===== config.mk =====
export PLATFORM = sky130hd
export DESIGN_NAME = http_header_tokenizer_core
export DESIGN_NICKNAME = d
export VERILOG_FILES = /design/src/htt_pkg.sv /design/src/htt_lexer.sv /design/src/htt_token_buf.sv /design/src/http_header_tokenizer_core.sv
export SDC_FILE = /design/constraint.sdc
export NUM_CORES = 1
export LEC_CHECK = 0
export ABC_AREA = 1
export BUFFER_PORTS_ARGS = -buffer_cell sky130_fd_sc_hd__buf_2
export CELL_PAD_IN_SITES_DETAIL_PLACEMENT = 0
export CELL_PAD_IN_SITES_GLOBAL_PLACEMENT = 1
export CORE_UTILIZATION = 28
export CTS_BUF_LIST = sky130_fd_sc_hd__clkbuf_2
export CTS_CLUSTER_DIAMETER = 50
export CTS_CLUSTER_SIZE = 24
export DETAILED_ROUTE_END_ITERATION = 8
export GPL_TIMING_DRIVEN = 0
export HOLD_SLACK_MARGIN = 0.06
export PLACE_DENSITY_LB_ADDON = 0.3
export SETUP_SLACK_MARGIN = 0.1
export SLEW_MARGIN = 20
export SYNTH_ARGS = -nofsm -noshare
export SYNTH_HDL_FRONTEND = slang
export SYNTH_HIERARCHICAL = 1
export SYNTH_SLANG_ARGS = --single-unit

===== constraint.sdc =====
create_clock -name clk -period 8.2 [get_ports clk]
set_input_delay 1.64 -clock clk [delete_from_list [all_inputs] [get_ports clk]]
set_output_delay 1.64 -clock clk [all_outputs]
set_load 0.05 [all_outputs]

===== src/htt_pkg.sv =====
// Types, constants and helper functions for the HTTP header tokenizer.
// No dependencies; used by every module of the block.
`default_nettype none

package htt_pkg;

    // Oversize limit on buffer offsets
    localparam int unsigned MAX_BUFFER = 65536;

    typedef enum logic [2:0] {
        KIND_METHOD = 3'd0,
        KIND_SEP    = 3'd1,
        KIND_EOL    = 3'd2,
        KIND_WORD   = 3'd3,
        KIND_HALT   = 3'd4,
        KIND_END    = 3'd5
    } kind_t;

    localparam logic [7:0] CHAR_SPACE = 8'h20;
    localparam logic [7:0] CHAR_COLON = 8'h3A;
    localparam logic [7:0] CHAR_CR    = 8'h0D;
    localparam logic [7:0] CHAR_LF    = 8'h0A;

    // Method names, first character in the top byte, zero padded
    localparam logic [63:0] METHOD_TEXT [8] = '{
        {"OPTIONS", 8'h00},
        {"GET",     40'h0},
        {"HEAD",    32'h0},
        {"POST",    32'h0},
        {"PUT",     40'h0},
        {"DELETE",  16'h0},
        {"TRACE",   24'h0},
        {"CONNECT", 8'h00}
    };
    localparam logic [2:0] METHOD_LEN [8] = '{
        3'd7, 3'd3, 3'd4, 3'd4, 3'd3, 3'd6, 3'd5, 3'd7
    };

    typedef struct packed {
        logic [7:0] byte_in;
        logic       final_byte;
    } in_item_t;

    typedef struct packed {
        logic [2:0]  token_kind;
        logic [2:0]  method_code;
        logic [15:0] token_start;
        logic [15:0] token_length;
        logic        run_last;
    } out_item_t;

    // One token without its run marker
    typedef struct packed {
        logic [2:0]  kind;
        logic [2:0]  code;
        logic [15:0] start;
        logic [15:0] len;
    } tok_t;

    // Up to three tokens caused by one byte
    typedef struct packed {
        tok_t [2:0] tok;
        logic [1:0] cnt;
    } bundle_t;

    typedef struct packed {
        logic [16:0] pos;
        logic        in_word;
        logic [15:0] word_begin;
        logic [15:0] word_count;
        logic [7:0]  cands;
        logic        cr_pending;
        logic        stopped;
        logic        first;
    } lex_state_t;

    localparam lex_state_t LEX_RESET = '{
        pos: 17'd0, in_word: 1'b0, word_begin: 16'd0, word_count: 16'd0,
        cands: 8'hFF, cr_pending: 1'b0, stopped: 1'b0, first: 1'b1
    };

    function automatic logic is_word_char(logic [7:0] c);
        return (c inside {["a":"z"], ["A":"Z"], ["0":"9"],
                          "/", ".", "-", "_", "+", "*", "=", ",", ";", "(", ")", "?"});
    endfunction

    function automatic logic [15:0] clamp16(logic [16:0] v);
        return v[16] ? 16'hFFFF : v[15:0];
    endfunction

    function automatic tok_t make_tok(kind_t kind, logic [2:0] code,
                                      logic [15:0] start, logic [15:0] len);
        tok_t t;
        t.kind  = kind;
        t.code  = code;
        t.start = start;
        t.len   = len;
        return t;
    endfunction

    // Append a token; a fourth one is dropped
    function automatic bundle_t push(bundle_t b, tok_t t);
        bundle_t r;
        r = b;
        case (b.cnt)
            2'd0:
            begin
                r.tok[0] = t;
                r.cnt    = 2'd1;
            end
            2'd1:
            begin
                r.tok[1] = t;
                r.cnt    = 2'd2;
            end
            2'd2:
            begin
                r.tok[2] = t;
                r.cnt    = 2'd3;
            end
            default:
            begin
                r = b;
            end
        endcase
        return r;
    endfunction

    // Narrow the method candidates by one more character
    function automatic logic [7:0] keep_cands(logic [7:0] cands, logic [15:0] wc,
                                              logic [7:0] c);
        logic [7:0] keep;
        logic [7:0] ch;
        keep = '0;
        for (int i = 0; i < 8; i++)
        begin
            ch = METHOD_TEXT[3'(i)][8 * (7 - int'(wc[2:0])) +: 8];
            keep[i] = cands[i] && (wc < 16'(METHOD_LEN[3'(i)])) && (ch == c);
        end
        return keep;
    endfunction

    // Method token for the first full match, else a word token
    function automatic tok_t word_token(logic [7:0] cands, logic [15:0] wc,
                                        logic [15:0] begin_pos);
        tok_t t;
        logic found;
        t = make_tok(KIND_WORD, 3'd0, begin_pos, wc);
        found = 1'b0;
        for (int i = 0; i < 8; i++)
        begin
            if (!found && cands[i] && (16'(METHOD_LEN[3'(i)]) == wc))
            begin
                t = make_tok(KIND_METHOD, 3'(i), begin_pos, wc);
                found = 1'b1;
            end
        end
        return t;
    endfunction

endpackage

`default_nettype wire


===== src/htt_lexer.sv =====
// Lexer state and the single-pass step logic for one byte.
// Depends on htt_pkg.
`default_nettype none

module htt_lexer (
    input  wire logic             clk,
    input  wire logic             rst_n,
    input  wire logic             fire,
    input  wire htt_pkg::in_item_t item,
    output htt_pkg::bundle_t      bundle
);

    htt_pkg::lex_state_t state_reg;
    htt_pkg::lex_state_t state_next;
    htt_pkg::lex_state_t s;
    htt_pkg::bundle_t    bnd;
    logic [16:0]         p;
    logic                used;

    // Compute the tokens and the next state for the held byte
    always_comb
    begin
        s    = state_reg;
        bnd  = '0;
        p    = state_reg.pos;
        used = 1'b0;

        if (!s.stopped)
        begin
            if (32'(p) >= htt_pkg::MAX_BUFFER)
            begin
                // Oversize: drop pending work and halt
                s.in_word    = 1'b0;
                s.cr_pending = 1'b0;
                bnd = htt_pkg::push(bnd, htt_pkg::make_tok(htt_pkg::KIND_HALT, 3'd0,
                                                           htt_pkg::clamp16(p), 16'd0));
                s.stopped = 1'b1;
            end
            else if (s.cr_pending)
            begin
                s.cr_pending = 1'b0;
                if (item.byte_in == htt_pkg::CHAR_LF)
                begin
                    bnd = htt_pkg::push(bnd, htt_pkg::make_tok(htt_pkg::KIND_EOL, 3'd0,
                                                               p[15:0] - 16'd1, 16'd2));
                    s.first = 1'b0;
                end
                else
                begin
                    bnd = htt_pkg::push(bnd, htt_pkg::make_tok(htt_pkg::KIND_HALT, 3'd0,
                                                               p[15:0] - 16'd1, 16'd0));
                    s.stopped = 1'b1;
                end
            end
            else
            begin
                // Extend or close the word in progress
                if (s.in_word)
                begin
                    if (htt_pkg::is_word_char(item.byte_in))
                    begin
                        s.cands = htt_pkg::keep_cands(s.cands, s.word_count, item.byte_in);
                        if (s.word_count != 16'hFFFF)
                            s.word_count = s.word_count + 16'd1;
                        used = 1'b1;
                    end
                    else
                    begin
                        bnd = htt_pkg::push(bnd, htt_pkg::word_token(s.cands, s.word_count,
                                                                     s.word_begin));
                        s.in_word = 1'b0;
                        s.first   = 1'b0;
                    end
                end

                // Classify a byte that starts something new
                if (!used)
                begin
                    if (item.byte_in == htt_pkg::CHAR_SPACE)
                    begin
                        if (s.first)
                        begin
                            bnd = htt_pkg::push(bnd, htt_pkg::make_tok(htt_pkg::KIND_HALT,
                                                               3'd0, p[15:0], 16'd0));
                            s.stopped = 1'b1;
                        end
                    end
                    else if (item.byte_in == htt_pkg::CHAR_COLON)
                    begin
                        bnd = htt_pkg::push(bnd, htt_pkg::make_tok(htt_pkg::KIND_SEP, 3'd0,
                                                                   p[15:0], 16'd1));
                        s.first = 1'b0;
                    end
                    else if (item.byte_in == htt_pkg::CHAR_CR)
                    begin
                        s.cr_pending = 1'b1;
                    end
                    else if (htt_pkg::is_word_char(item.byte_in))
                    begin
                        s.in_word    = 1'b1;
                        s.word_begin = p[15:0];
                        s.cands      = htt_pkg::keep_cands(8'hFF, 16'd0, item.byte_in);
                        s.word_count = 16'd1;
                    end
                    else
                    begin
                        bnd = htt_pkg::push(bnd, htt_pkg::make_tok(htt_pkg::KIND_HALT, 3'd0,
                                                                   p[15:0], 16'd0));
                        s.stopped = 1'b1;
                    end
                end
            end
        end

        // Flush at the last byte and restart for the next buffer
        if (item.final_byte)
        begin
            if (!s.stopped)
            begin
                if (s.in_word)
                    bnd = htt_pkg::push(bnd, htt_pkg::word_token(s.cands, s.word_count,
                                                                 s.word_begin));
                if (s.cr_pending)
                    bnd = htt_pkg::push(bnd, htt_pkg::make_tok(htt_pkg::KIND_HALT, 3'd0,
                                                               htt_pkg::clamp16(p), 16'd0));
            end
            bnd = htt_pkg::push(bnd, htt_pkg::make_tok(htt_pkg::KIND_END, 3'd0,
                                                       htt_pkg::clamp16(p + 17'd1), 16'd0));
            s = htt_pkg::LEX_RESET;
        end
        else if (!p[16])
        begin
            s.pos = p + 17'd1;
        end

        state_next = fire ? s : state_reg;
        bundle     = bnd;
    end

    // Advance the lexer state on each consumed byte
    always_ff @(posedge clk or negedge rst_n)
    begin
        if (!rst_n)
            state_reg <= htt_pkg::LEX_RESET;
        else
            state_reg <= state_next;
    end

endmodule

`default_nettype wire


===== src/htt_token_buf.sv =====
// Result register: holds the tokens of one byte and drains one per transfer.
// Depends on htt_pkg.
`default_nettype none

module htt_token_buf (
    input  wire logic               clk,
    input  wire logic               rst_n,
    input  wire logic               load,
    input  wire htt_pkg::bundle_t   bundle,
    output logic                    free,
    output logic                    token_valid,
    input  wire logic               token_ready,
    output htt_pkg::out_item_t      token_item
);

    logic             valid_reg;
    logic             valid_next;
    logic [1:0]       idx_reg;
    logic [1:0]       idx_next;
    htt_pkg::bundle_t buf_reg;
    htt_pkg::tok_t    cur;
    logic             take;
    logic             last;

    assign cur  = buf_reg.tok[idx_reg];
    assign last = (idx_reg == (buf_reg.cnt - 2'd1));
    assign take = valid_reg && token_ready;
    assign free = !valid_reg || (take && last);

    // Present the current token
    always_comb
    begin
        token_valid             = valid_reg;
        token_item.token_kind   = cur.kind;
        token_item.method_code  = cur.code;
        token_item.token_start  = cur.start;
        token_item.token_length = cur.len;
        token_item.run_last     = last;
    end

    // Load a new bundle or step to the next token
    always_comb
    begin
        valid_next = valid_reg;
        idx_next   = idx_reg;
        if (load)
        begin
            valid_next = (bundle.cnt != 2'd0);
            idx_next   = 2'd0;
        end
        else if (take)
        begin
            if (last)
                valid_next = 1'b0;
            else
                idx_next = idx_reg + 2'd1;
        end
    end

    always_ff @(posedge clk or negedge rst_n)
    begin
        if (!rst_n)
        begin
            valid_reg <= 1'b0;
            idx_reg   <= 2'd0;
        end
        else
        begin
            valid_reg <= valid_next;
            idx_reg   <= idx_next;
        end
    end

    // Hold the token payload
    always_ff @(posedge clk)
    begin
        if (load)
            buf_reg <= bundle;
    end

endmodule

`default_nettype wire


===== src/http_header_tokenizer_core.sv =====
// HTTP header tokenizer: one header byte per transfer in, tokens out as kind, method code,
// start offset and length. A byte enters an input register, the lexer works on it once the
// result register is free and writes its tokens (zero to three) into that register, which
// drains one token per transfer; run_last marks the last token of a byte. While the token
// output is not stalled, a stream of bytes that cause at most one token each runs at one
// byte per cycle; a byte that causes more tokens holds the result register until they have
// drained through the single token output. A byte passes the input register and then the
// result register before its first token is offered.
// Depends on htt_pkg, htt_lexer and htt_token_buf.
`default_nettype none

module http_header_tokenizer_core (
    input  wire logic               clk,
    input  wire logic               rst_n,
    input  wire logic               byte_valid,
    output logic                    byte_ready,
    input  wire htt_pkg::in_item_t  byte_item,
    output logic                    token_valid,
    input  wire logic               token_ready,
    output htt_pkg::out_item_t      token_item
);

    logic              in_valid_reg;
    logic              in_valid_next;
    htt_pkg::in_item_t in_item_reg;
    logic              buf_free;
    logic              consume;
    htt_pkg::bundle_t  bundle;

    assign consume    = in_valid_reg && buf_free;
    assign byte_ready = !in_valid_reg || consume;

    // Track the input register
    always_comb
    begin
        in_valid_next = in_valid_reg;
        if (byte_valid && byte_ready)
            in_valid_next = 1'b1;
        else if (consume)
            in_valid_next = 1'b0;
    end

    always_ff @(posedge clk or negedge rst_n)
    begin
        if (!rst_n)
            in_valid_reg <= 1'b0;
        else
            in_valid_reg <= in_valid_next;
    end

    // Capture the byte on transfer
    always_ff @(posedge clk)
    begin
        if (byte_valid && byte_ready)
            in_item_reg <= byte_item;
    end

    htt_lexer u_lexer (
        .clk    (clk),
        .rst_n  (rst_n),
        .fire   (consume),
        .item   (in_item_reg),
        .bundle (bundle)
    );

    htt_token_buf u_token_buf (
        .clk         (clk),
        .rst_n       (rst_n),
        .load        (consume),
        .bundle      (bundle),
        .free        (buf_free),
        .token_valid (token_valid),
        .token_ready (token_ready),
        .token_item  (token_item)
    );

endmodule

`default_nettype wire


# ---- Word-level counts from Yosys, hierarchy flattened
# Cells that the tools add are included.
# Widths: inputs -> output; s select.
dict set report word_totals {
  inputBits 13
  output_inout_bits 41
  elab_cells 350
  ff_bits 190
}
dict set report op_classes {
  muxes 179
  eq_ne 47
  add_sub_neg 6
  n_lt_le_gt_ge 11
  shifts 4
  n_reduce_logical 76
}
# operator count
set ops {}
lappend ops {{$mux 116} 20}
lappend ops {{$mux 38} 16}
lappend ops {{$mux 37} 16}
lappend ops {{$shiftx 64x32->8 const A} 4}
lappend ops {{$mux 44} 3}
lappend ops {{$mux 41} 3}
lappend ops {{$mux 24} 5}
lappend ops {{$mux 40} 3}
lappend ops {{$eq 8x6->1 const B} 13}
lappend ops {{$eq 3x16->1 const A} 6}
lappend ops {{$mux 1} 96}
lappend ops {{$bmux 38 s2} 1}
lappend ops {{$mux 16} 3}
lappend ops {{$logic_and 1x1->1} 45}
lappend ops {{$mux 43} 1}
lappend ops {{$mux 42} 1}
lappend ops {{$mux 17} 2}
lappend ops {{$eq 2x16->1 const A} 2}
lappend ops {{$eq 7x8->1 const A} 4}
lappend ops {{$eq 8x8->1} 4}
lappend ops {{$lt 16x3->1 const B} 2}
lappend ops {{$pmux 2 s3} 4}
lappend ops {{$add 17x1->17 const B} 1}
lappend ops {{$ge 17x17->1 const B} 1}
lappend ops {{28 further kinds} 67}

# ---- Logic depth before layout (Yosys ltp)
# Gate-level depths: netlist of the first run.
dict set report depth {
  depth_word 96
  mapped_depth 30
  depth_no_buf 28
}

# ---- Hierarchy
# Netlist of the first run, hierarchy kept.
# mod cells_each instances area_per_inst_um2
set modules_own_cells {}
lappend modules_own_cells {htt_lexer 1344 1 7918.8}
lappend modules_own_cells {htt_token_buf 325 1 4539.4}
lappend modules_own_cells {http_header_tokenizer_core 17 1 322.8}

# ---- Worst setup path before layout of the first run
# No wires, ideal clock.
dict set report synth_path {
  path_kind {in2reg}
  from {input token_ready}
  to {register u_lexer.state_reg (netlist bit u_lexer/p[13])}
  arrival_ns 5.682
  slack_ns 2.434
  path_stages 12
  t_required_ns 8.117
  cell_sequence {nand2_1 -> o21ai_0 -> nand2_1 -> inv_1 -> clkbuf_1 -> inv_1 -> nor2_1 -> clkinv_1 -> nor2_1 -> clkbuf_1 -> nand2_1 -> o21ai_0}
}
dict set report synth_between {
  elab_chain_len 5
}
# item line_no
set synth_lines {}
lappend synth_lines {{from (decl)} http_header_tokenizer_core.sv:19} ;# input wire logic token_ready,
lappend synth_lines {{$logic_and 1x1->1} htt_token_buf.sv:27} ;# assign take = valid_reg && token_ready;
lappend synth_lines {{$logic_and 1x1->1} htt_token_buf.sv:28} ;# assign free = !valid_reg || (take && last);
lappend synth_lines {{$logic_or 1x1->1} htt_token_buf.sv:28}
lappend synth_lines {{net buf_free} http_header_tokenizer_core.sv:26} ;# logic buf_free;
lappend synth_lines {{$logic_and 1x1->1} http_header_tokenizer_core.sv:30} ;# assign consume = in_valid_reg && buf_free;
lappend synth_lines {{net consume} http_header_tokenizer_core.sv:27} ;# logic consume;
lappend synth_lines {{$reduce_and 2->1 (no line)} n/a}
lappend synth_lines {{to (signal assigned)} htt_lexer.sv:144} ;# state_reg <= htt_pkg::LEX_RESET;
lappend synth_lines {{to (signal assigned)} htt_lexer.sv:146} ;# state_reg <= state_next;
lappend synth_lines {{to (decl)} htt_lexer.sv:13} ;# htt_pkg::lex_state_t state_reg;
# The timed path passes the listed nets, and every way through them passes these cells.
# A chain may end at the register's enable or synchronous reset.

# ---- Worst setup path in the final report of the first run
dict set report layout_path {
  from {register u_token_buf.idx_reg[1]}
  to {register u_lexer.state_reg (netlist bit u_lexer/p[11])}
}
dict set report layout_between {
  elab_chain_len 5
}
# item line_no
set layout_lines {}
lappend layout_lines {{from (decl)} htt_token_buf.sv:18} ;# logic [1:0] idx_reg;
lappend layout_lines {{from (signal assigned)} htt_token_buf.sv:70} ;# idx_reg <= idx_next;
lappend layout_lines {{$eq 2x2->1} htt_token_buf.sv:26} ;# assign last = (idx_reg == (buf_reg.cnt - 2'd1));
lappend layout_lines {{$logic_and 1x1->1} htt_token_buf.sv:28}
lappend layout_lines {{$logic_or 1x1->1} htt_token_buf.sv:28}
lappend layout_lines {{net buf_free} http_header_tokenizer_core.sv:26}
lappend layout_lines {{$logic_and 1x1->1} http_header_tokenizer_core.sv:30}
lappend layout_lines {{net consume} http_header_tokenizer_core.sv:27}
lappend layout_lines {{$reduce_and 2->1 (no line)} n/a}
# The timed path passes the listed nets, and every way through them passes these cells.

==> qor_table.md, run 1 <==
| Result | This run | Unit |
| --- | --- | --- |
| Total number of H-tree levels | 4 | - |
| # port buffers | 53 | - |
| Summed area of non-filler cells in the final layout | 14,200 | µm² |
| Insertion delay of the later-clocked pin in the worst-skew pair | 0.98 | ns |
| Detailed-route via count | 12,200 | - |
| Part of the cycle the worst path needs | 0.551 | - |
| Critical Path AT | 5.36 | ns |
| Clock tree from TritonCTS | yes | - |
| Post-synth design cell area | 12,800 | µm² |
| Count of endpoints failing setup in the final report | 0 | - |
| Hold WC Path Type | register to register | - |
| Root cell of the clock tree | sky130_fd_sc_hd__clkbuf_2 | - |
| Max transition margin | 0.402 | - |
| Tightest Pin Transition | 0.893 | ns |
| Post-Place Setup Slack | 2.74 | ns |
| Total leakage power | 5.76 | nW |
| Die width | 216 | µm |
| Cell repeated most along the worst path | sky130_fd_sc_hd__nand2_1 | - |
| CP Launch Type | register | - |
| Number of buffers created by CTS | 17 | - |
| Final worst clock skew | 0.0654 | ns |
| Sequential cell area fraction in the yosys report | 0.422 | - |
| Maximum number of pins on one net before global-route repair | 74 | - |
| Run status | completed | - |
| Pwr Density | 351 | nW/µm² |
| Sum of overflow across all layers after global routing | 0 | - |
| Vias in the first global route | 11,700 | - |
| Biggest area contributors in the synthesized netlist | sky130_fd_sc_hd__edfxtp_1, sky130_fd_sc_hd__dfrtp_1, sky130_fd_sc_hd__nand2_1, sky130_fd_sc_hd__nor2_1, sky130_fd_sc_hd__o21ai_0 | - |
| Post-route core utilization | 0.318 | - |
| Final standard cell count with taps included and fillers excluded | 2,385 | - |
| Flip-flop count of the largest register, all copies and words added | 116 | - |
| Clock transition at path regs | 0.26 | ns |
| CORE AREA | 44,600 | µm² |
| Number of rows created at floorplan | 77 | - |
| RSZ-0062 raised after global routing | false | - |
| Violation count after the first detailed-route iteration | 1,162 | - |
| Total I/O pin count | 54 | - |
| Sequence of cells on the critical path | buf_2 > inv_2 > nand2_1 > nand3_1 > nand2_2 > o21ai_0 > nand2_1 > inv_6 > buf_16 > clkbuf_1 > inv_1 > nor2_1 > clkinv_1 > nor2_1 > clkbuf_1 > nand2_1 > o21ai_0 | - |
| Max-capacitance violation count | 0 | - |
| GRT Total Usage | 0.206 | - |
| Number of warnings printed during yosys synthesis | 6 | - |
| Number of library cell types mapped by synthesis | 56 | - |
| Clk buf depth | 2 | - |
| CTS hold repair buffers | 0 | - |
| Worst IR drop on VDD | 0.372 | mV |
| Number of synthesized register bits | 190 | - |
| Final antenna-violating net count | 0 | - |
| Die Height | 216 | µm |
| Largest incremental delay on the critical path | 0.49 | ns |
| Critical path capture point type | register | - |
| Layout cell share with drive strength beyond 1 | 0.128 | - |
| Total die area | 46,500 | µm² |
| Effective utilization at floorplan | 0.287 | - |
| Fill cell total of the finished layout | 4,872 | - |
| Fmax | 221 | MHz |
| Detailed Place HPWL | 37.3 | mm |
| Num Clock Sinks | 190 | - |
| Post-synth EDFFs | 125 | - |
| Routed Wire Length | 47.4 | mm |
| Required time at the endpoint of the critical path | 9.04 | ns |
| Total iterations of the first detailed-routing run | 6 | - |
| Endpoints failing hold | 0 | - |
| Routability congestion estimate from global placement | 0.911 | - |
| Max-slew violation count | 0 | - |
| Placed standard-cell area | 13,900 | µm² |
| Synthesis-to-layout area growth | 10.8 | % |
| Commonest non-fill, non-tap cell in the layout | sky130_fd_sc_hd__nand2_1 | - |
| Aggregate negative setup slack | 0 | ns |
| Critical-path top delay cell | sky130_fd_sc_hd__clkbuf_1 | - |
| Initial antenna violation count | 2 | - |
| Area fraction of the dominant cell type after synthesis | 0.294 | - |
| Nets@finish | 1,804 | - |
| Number of instances in the synthesized netlist | 1,686 | - |
| Cell count after placement | 2,352 | - |
| Highest-count cells in the layout ignoring fill and taps | sky130_fd_sc_hd__nand2_1, sky130_fd_sc_hd__nor2_1, sky130_fd_sc_hd__o21ai_0 | - |
| Crit Path Max Fanout | 73 | - |
| Post-Synthesis Mean Instance Area | 7.58 | µm² |
| Most area-hungry cell type in the Yosys netlist | sky130_fd_sc_hd__edfxtp_1 | - |
| Via-to-Cell Ratio | 5.13 | - |
| Flip-flop cell with the highest count after synthesis | sky130_fd_sc_hd__edfxtp_1 | - |
| Minimum clock period | 4.52 | ns |
| Critical Setup Path Class | register to register | - |
| Cts repair resizes | 0 | - |
| First-pass GRT wire length | 72.2 | mm |
| DRC errors left | 0 | - |
| Mean routed wirelength per cell | 19.9 | µm |
| Number of buffers added for setup after CTS | 0 | - |
| Asr flop ratio synth | 0.342 | - |
| Final critical-path setup slack | 3.68 | ns |
==> power breakdown <==
group / switching, mW / total [mW] / internal [mW] / leakage, nW
Combinational: 2.25 / 2.93 / 0.681 / 3.52
Clock: 0.385 / 0.512 / 0.127 / 0.148
Sequential: 0.116 / 1.53 / 1.41 / 2.09
==> metal layers <==
| metal | GRT usage | vias to the layer above | share of wire |
|---|---|---|---|
| met5 | 0 | - | 0.00023 |
| met4 | 0.0676 | 2 | 0.020 |
| met3 | 0.0414 | 57 | 0.064 |
| met2 | 0.308 | 421 | 0.43 |
| met1 | 0.294 | 5800 | 0.48 |
| li1 | - | 5958 | - |
==> stage by stage <==
| stage | hold WS [ns] | power [mW] |
|---|---|---|
| finish | 0.535 | 4.97 |
| global route | 0.496 | 5.28 |
| CTS | 0.427 | 4.99 |
| detailed placement | 0.502 | 4.47 |
| global placement | 0.493 | 4.48 |
| floorplan | 0.470 | 3.61 |
==> path summary, 6_finish.rpt <==
kind / from / slack (ns) / to / depth (start not counted)
max: u_token_buf/idx_reg[1] / 3.68 / u_lexer/p[11] / 17
min reg2reg: u_lexer/state_reg[0] / 0.53 / u_lexer/state_reg[0] / 1
max in group asynchronous: rst_n / 6.92 / u_lexer/state_reg[0] / 2
max reg2reg: u_token_buf/idx_reg[1] / 3.68 / u_lexer/p[11] / 17
min in group asynchronous: rst_n / 0.57 / u_lexer/state_reg[25] / 1
min: u_lexer/state_reg[0] / 0.53 / u_lexer/state_reg[0] / 1
==> worst max-delay path, delay by kind of cell, from the launching register on <==
family | cells | cell delay, ns
buf+inv | 8 | 2.39
simple gates | 7 | 1.17
flops | 1 | 0.43
compound gates | 2 | 0.40
==> synth_stat cells (all sizes together), types with 50 or more instances <==
library cell,count
nand2,328
nor2,233
o21ai,207
inv,167
edfxtp,125
nand3,122
o22ai,73
nor3,58
buf,56
dfrtp,56
clkbuf,55
a21oi,50
==> final cells by class <==
| type | instances | area [µm²] | area share |
|---|---|---|---|
| Clock buffer | 19 | 95.1 | 0.00671 |
| Sequential cell | 190 | 5390 | 0.381 |
| Antenna cell | 1 | 2.50 | 0.000177 |
| Timing Repair Buffer | 55 | 315 | 0.0223 |
| Buffer | 111 | 598 | 0.0422 |
| Multi-Input combinational cell | 1231 | 6210 | 0.439 |
| Inverter | 173 | 657 | 0.0464 |
| Tap cell | 592 | 741 | 0.0523 |
| Clock inverter | 13 | 151 | 0.0107 |
==> kinds of logic after synthesis <==
kind of cell / after synthesis / synth area share
buf+inv: 284 / 0.0978
flops: 190 / 0.422
other cells: 1 / 0.000293
xor+xnor: 21 / 0.0144
simple gates: 780 / 0.272
compound gates: 398 / 0.182
fa+ha+maj: 12 / 0.0117
No activity file was read; power rests on OpenSTA's default activity.
==> run 2, diff against run 1 <==
Clock period 8.2 ns to 4.5 ns, I/O delays scaled along.
==> qor_table.md, run 2 (synthesis gave the netlist of run 1 again) <==
| Result | This run | Unit |
| --- | --- | --- |
| Max-capacitance violation count | 0 | - |
| Clk buf depth | 2 | - |
| Via-to-Cell Ratio | 5.13 | - |
| Worst hold stages | 6 | - |
| Logic gate share of total power | 0.594 | - |
| End point of the most critical hold path | u_token_buf/token_valid | - |
| Violation count after the first detailed-route iteration | 1,324 | - |
| Cell depth of the worst flop-to-flop path | 18 | - |
| Net switching share of the total power | 0.556 | - |
| CORE AREA | 44,600 | µm² |
| RSZ-0062 raised after global routing | false | - |
| Post-route core utilization | 0.322 | - |
| Maximum number of pins on one net before global-route repair | 49 | - |
| Number of buffers created by CTS | 17 | - |
| Crit Path Max Fanout | 8 | - |
| # port buffers | 53 | - |
| First-pass GRT wire length | 72.5 | mm |
| Max transition margin | 0.394 | - |
| Detailed Place HPWL | 37.4 | mm |
| Fill cell total of the finished layout | 4,838 | - |
| Routability congestion estimate from global placement | 0.921 | - |
| Commonest non-fill, non-tap cell in the layout | sky130_fd_sc_hd__nand2_1 | - |
| Detailed-route via count | 12,300 | - |
| DRC errors left | 0 | - |
| Clock tree from TritonCTS | yes | - |
| Insertion delay of the later-clocked pin in the worst-skew pair | 1.07 | ns |
| Final critical-path setup slack | 0.385 | ns |
| Die width | 216 | µm |
| Nets@finish | 1,821 | - |
| Fmax | 243 | MHz |
| Hold WC Path Type | input pin to register | - |
| Endpoints failing hold | 0 | - |
| Initial antenna violation count | 2 | - |
| CP Launch Type | register | - |
| Die Height | 216 | µm |
| Total area of multi-input combinational cells | 6230 | µm² |
| Max-slew violation count | 0 | - |
| Total die area | 46,500 | µm² |
| Flip-flop count of the largest register, all copies and words added | 116 | - |
| Critical Setup Path Class | register to register | - |
| Number of rows created at floorplan | 77 | - |
| Layout cell share with drive strength beyond 1 | 0.136 | - |
| Summed area of non-filler cells in the final layout | 14,400 | µm² |
| Total leakage power | 5.85 | nW |
| Post-Place Setup Slack | 0.132 | ns |
| Root cell of the clock tree | sky130_fd_sc_hd__clkbuf_2 | - |
| Effective utilization at floorplan | 0.287 | - |
| Minimum clock period | 4.11 | ns |
| Required time at the endpoint of the critical path | 5.41 | ns |
| Worst IR drop on VDD | 0.535 | mV |
| Area used by sequential logic in the layout | 5390 | µm² |
| GRT Total Usage | 0.207 | - |
| Setup slack, reg-to-reg | 0.39 | ns |
| Tightest Pin Transition | 0.905 | ns |
| Highest-count cells in the layout ignoring fill and taps | sky130_fd_sc_hd__nand2_1, sky130_fd_sc_hd__nor2_1, sky130_fd_sc_hd__o21ai_0 | - |
| Routed Wire Length | 47.7 | mm |
| Mean routed wirelength per cell | 19.8 | µm |
| Clock group share of total power | 0.101 | - |
| Total number of H-tree levels | 4 | - |
| Final standard cell count with taps included and fillers excluded | 2,403 | - |
| Sequential share of power | 0.304 | - |
| Pwr Density | 635 | nW/µm² |
| Worst flop-to-flop path startpoint | in_item_reg[3] | - |
| Clock transition at path regs | 0.32 | ns |
| Net switching power of the design | 5.06 | mW |
| Vias in the first global route | 11,600 | - |
| Sum of overflow across all layers after global routing | 0 | - |
| Critical hold path startpoint | token_ready | - |
| Count of endpoints failing setup in the final report | 0 | - |
| Final worst clock skew | 0.0534 | ns |
| Critical Path AT | 5.02 | ns |
| Total iterations of the first detailed-routing run | 5 | - |
| Placed standard-cell area | 14,000 | µm² |
| R2r endpoint | u_token_buf/buf_reg[73] | - |
| Critical path capture point type | register | - |
| Cell count after placement | 2,354 | - |
| Part of the cycle the worst path needs | 0.914 | - |
| Final antenna-violating net count | 0 | - |
| Total internal power | 4.05 | mW |
| Total I/O pin count | 54 | - |
| Run status | completed | - |
| Synthesis-to-layout area growth | 12.3 | % |
| Num Clock Sinks | 190 | - |
==> run 2: cell count changes in the layout (fill, tap and decap cells not counted), sizes merged <==
cell         change
dlygate4sd3     +11
bufinv           -1
clkinv           -3
clkbuf           -2
clkinvlp         +1
diode            +1
buf              +6
inv              +5
==> run 2: layer usage <==
layer / GRT usage / share of wire / vias to the layer above
li1: - / - / 5995
met1: 0.297 / 0.48 / 5823
met2: 0.312 / 0.43 / 471
met3: 0.0448 / 0.067 / 50
met4: 0.0577 / 0.020 / 0
met5: 0 / 0 / -
==> run 2: worst max path at each step <==
stage | from | end | depth (start not counted)
3_3_place_gp | token_ready | u_lexer/p[11] | 13
2_1_floorplan | token_ready | u_lexer/p[13] | 12
4_1_cts | in_item_reg[7] | u_token_buf/buf_reg[66] | 24
6_report | in_item_reg[3] | u_token_buf/buf_reg[73] | 18
3_5_place_dp | in_item_reg[7] | u_token_buf/buf_reg[66] | 23
5_1_grt | in_item_reg[7] | u_token_buf/buf_reg[51] | 27
==> run 2: stage by stage <==
stage	setup TNS [ns]	hold slack [ns]	power, mW
4_1_cts	0	0.0607	9.12
2_1_floorplan	0	0.470	6.56
3_5_place_dp	0	0.495	8.18
6_report	0	0.190	9.11
3_3_place_gp	-52.84	0.492	8.14
5_1_grt	0	0.141	9.70
==> run 2: cell type report <==
class / count / area share
tap: 592 / 0.0516
buffer: 110 / 0.0418
clock inverter: 14 / 0.00968
sequential: 190 / 0.376
antenna: 2 / 0.000349
multi-input combinational: 1231 / 0.434
clock buffer: 18 / 0.00628
timing repair buffer: 72 / 0.0345
timing repair inverter: 1 / 0.000349
inverter: 173 / 0.0457
==> run 2: power groups by stage <==
| stage | logic (mW) | registers (mW) | clock network (mW) |
|---|---|---|---|
| finish | 5.42 | 2.77 | 0.922 |
| floorplan | 3.76 | 2.80 | 0 |
| detailed placement | 5.36 | 2.82 | 0 |
| global route | 5.86 | 2.83 | 1.02 |
| global placement | 5.28 | 2.86 | 0 |
| CTS | 5.38 | 2.78 | 0.966 |
==> run 2: critical path: stages, from the launching register on <==
cell and delay (ns):
sky130_fd_sc_hd__edfxtp_1 0.57, sky130_fd_sc_hd__buf_4 0.18, sky130_fd_sc_hd__nor4_1 0.44, sky130_fd_sc_hd__nand2_1 0.29, sky130_fd_sc_hd__nand2_1 0.18, sky130_fd_sc_hd__nor2_2 0.10, sky130_fd_sc_hd__nand2_2 0.11, sky130_fd_sc_hd__nand2_2 0.14
sky130_fd_sc_hd__inv_2 0.20, sky130_fd_sc_hd__nor2_1 0.07, sky130_fd_sc_hd__nor2_2 0.24, sky130_fd_sc_hd__nand3_1 0.14, sky130_fd_sc_hd__nor2_1 0.24, sky130_fd_sc_hd__nand4_1 0.19, sky130_fd_sc_hd__nand3_1 0.19, sky130_fd_sc_hd__nor3_4 0.08
sky130_fd_sc_hd__o21ai_2 0.08, sky130_fd_sc_hd__o2111ai_1 0.22, sky130_fd_sc_hd__a31oi_1 0.29
==> run 2: timing repair <==
action	4_1_cts	5_1_grt
setup endpoints to repair	2	43
cloned	0	1
hold endpoints to repair	68	0
hold buffers	11	0
setup buffers	0	4
gates resized for setup	0	15
==> run 3, diff against run 2 <==
Settings changed: CORE_MARGIN set to 5.
==> qor_table.md, run 3 (synthesis gave the netlist of run 1 again) <==
| Result | This run | Unit |
| --- | --- | --- |
| Sequence of cells on the critical path | clkbuf_1 > nor2_1 > nand2_1 > inv_1 > clkbuf_1 > nand2_1 > buf_2 > nor2_2 > clkbuf_1 > nand2_1 > o21ai_0 > o21ai_0 > o21ai_0 > nand2_1 > nand3_1 > o21ai_0 | - |
| Vias in the first global route | 11,600 | - |
| Die Height | 224 | µm |
| Total internal power | 4.07 | mW |
| Largest incremental delay on the critical path | 0.45 | ns |
| Cell count after placement | 2,362 | - |
| # port buffers | 53 | - |
| Endpoints failing hold | 0 | - |
| Max-slew violation count | 0 | - |
| Routability congestion estimate from global placement | 0.933 | - |
| Total I/O pin count | 54 | - |
| Number of rows created at floorplan | 78 | - |
| Part of the cycle the worst path needs | 0.933 | - |
| Total die area | 50,000 | µm² |
| Die width | 224 | µm |
| Critical Setup Path Class | register to register | - |
| Met1 wire length | 24.1 | mm |
| Worst IR drop on VDD | 0.498 | mV |
| Max-capacitance violation count | 0 | - |
| Clock transition at path regs | 0.40 | ns |
| Highest-count cells in the layout ignoring fill and taps | sky130_fd_sc_hd__nand2_1, sky130_fd_sc_hd__nor2_1, sky130_fd_sc_hd__o21ai_0 | - |
| Mean routed wirelength per cell | 20.3 | µm |
| Max transition margin | 0.432 | - |
| Critical Path AT | 4.94 | ns |
| Placed standard-cell area | 14,000 | µm² |
| Fill cell total of the finished layout | 4,900 | - |
| Synthesis-to-layout area growth | 12.8 | % |
| CP Launch Type | register | - |
| Root cell of the clock tree | sky130_fd_sc_hd__clkbuf_2 | - |
| Violation count after the first detailed-route iteration | 1,497 | - |
| Detailed Place HPWL | 38.1 | mm |
| Count of buffering cells on the critical path with inverters included | 5 | - |
| Required time at the endpoint of the critical path | 5.24 | ns |
| Routed Wire Length | 48.9 | mm |
| Summed area of non-filler cells in the final layout | 14,400 | µm² |
| Total iterations of the first detailed-routing run | 6 | - |
| Nets@finish | 1,820 | - |
| Sum of overflow across all layers after global routing | 0 | - |
| Critical path capture point type | register | - |
| Commonest non-fill, non-tap cell in the layout | sky130_fd_sc_hd__nand2_1 | - |
| Maximum number of pins on one net before global-route repair | 49 | - |
| Count of endpoints failing setup in the final report | 0 | - |
| Tightest Pin Transition | 0.852 | ns |
| Clock group share of total power | 0.109 | - |
| DRC errors left | 0 | - |
| Net switching share of the total power | 0.558 | - |
| Uppermost signal routing layer after detailed routing | met4 | - |
| First-pass GRT wire length | 74.7 | mm |
| Num Clock Sinks | 190 | - |
| Minimum clock period | 4.20 | ns |
| Via-to-Cell Ratio | 5.18 | - |
| Number of buffers created by CTS | 17 | - |
| Logic gate share of total power | 0.591 | - |
| Clock tree from TritonCTS | yes | - |
| Net switching power of the design | 5.15 | mW |
| Effective utilization at floorplan | 0.282 | - |
| GRT Total Usage | 0.194 | - |
| Detailed-route via count | 12,500 | - |
| Total leakage power | 5.85 | nW |
| Initial antenna violation count | 1 | - |
| WL met3 | 3.02 | mm |
| Post-route core utilization | 0.318 | - |
| Final worst clock skew | 0.0851 | ns |
| Clk buf depth | 2 | - |
| CORE AREA | 45,300 | µm² |
| Critical-path top delay cell | sky130_fd_sc_hd__dfrtp_1 | - |
| RSZ-0062 raised after global routing | false | - |
| Pwr Density | 640 | nW/µm² |
| Final standard cell count with taps included and fillers excluded | 2,409 | - |
| Crit Path Max Fanout | 10 | - |
| Hold Slack | 0.214 | ns |
| Flip-flop count of the largest register, all copies and words added | 116 | - |
| Run status | completed | - |
| Fmax | 238 | MHz |
| Hold WC Path Type | input pin to asynchronous set/reset pin | - |
| Total number of H-tree levels | 4 | - |
| Sequential share of power | 0.300 | - |
| Final antenna-violating net count | 0 | - |
| Cell class contributing the biggest share of worst-path delay | buffers and inverters | - |
| Insertion delay of the later-clocked pin in the worst-skew pair | 1.02 | ns |
| Layout cell share with drive strength beyond 1 | 0.136 | - |
| Total met2 wirelength after detailed routing | 21.1 | mm |
-- run 3: changes by cell type in the layout (fill, tap and decap cells not counted), sizes merged --
cell,change
inv,-4
buf,-2
clkinvlp,+1
clkinv,+4
diode,-1
-- run 3: final timing paths --
path                                      start                      end  slack [ns]  depth (start not counted)
min                                       rst_n    u_lexer/state_reg[21]        0.21                          2
max                        u_lexer/state_reg[2]  u_token_buf/buf_reg[23]        0.30                         16
max reg2reg                u_lexer/state_reg[2]  u_token_buf/buf_reg[23]        0.30                         16
min in group clk                    token_ready  u_token_buf/token_valid        0.29                          6
max in group asynchronous                 rst_n    u_lexer/state_reg[30]        3.58                          3
min reg2reg                u_lexer/state_reg[0]     u_lexer/state_reg[0]        0.54                          1
-- run 3: power by group through the flow --
stage / Clock [mW] / Sequential [mW] / Combinational [mW]
floorplan: 0 / 2.80 / 3.76
global placement: 0 / 2.86 / 5.30
detailed placement: 0 / 2.82 / 5.38
CTS: 1.05 / 2.77 / 5.41
global route: 1.11 / 2.82 / 5.89
finish: 1.00 / 2.77 / 5.45
-- run 3: metrics by stage --
stage | total power, mW | setup TNS [ns] | setup slack [ns]
after floorplan | 6.56 | 0 | 0.565
after global placement | 8.15 | -51.22 | -1.14
after detailed placement | 8.20 | -1.14 | -0.196
after CTS | 9.24 | 0 | 0.0528
after global routing | 9.82 | 0 | 0.119
final | 9.22 | 0 | 0.301
-- run 3: timing repair --
item / 4_1_cts / 5_1_grt
endpoints found under the setup margin: 11 / 46
gates cloned: 1 / 0
endpoints found under the hold margin: 68 / 0
gates resized for setup: 1 / 15
hold buffers: 11 / 0
setup buffers: 0 / 2
-- run 3: cell type report --
class	count	area (µm²)	share of cell area
clock buffers	17	85.1	0.00590
well taps	600	751	0.0521
repair buffers	70	480	0.0333
clock inverters	15	205	0.0142
plain buffers	111	606	0.0420
multi-input cells	1231	6230	0.432
flip-flops and latches	190	5390	0.374
inverters	173	656	0.0455
repair inverters	1	5.00	0.000347
diodes	1	2.50	0.000174
-- run 3: metal layers --
metal,track usage,vias to the layer above
li1,-,6001
met1,0.299,5988
met2,0.289,457
met3,0.0269,37
met4,0.0457,0
met5,0,-
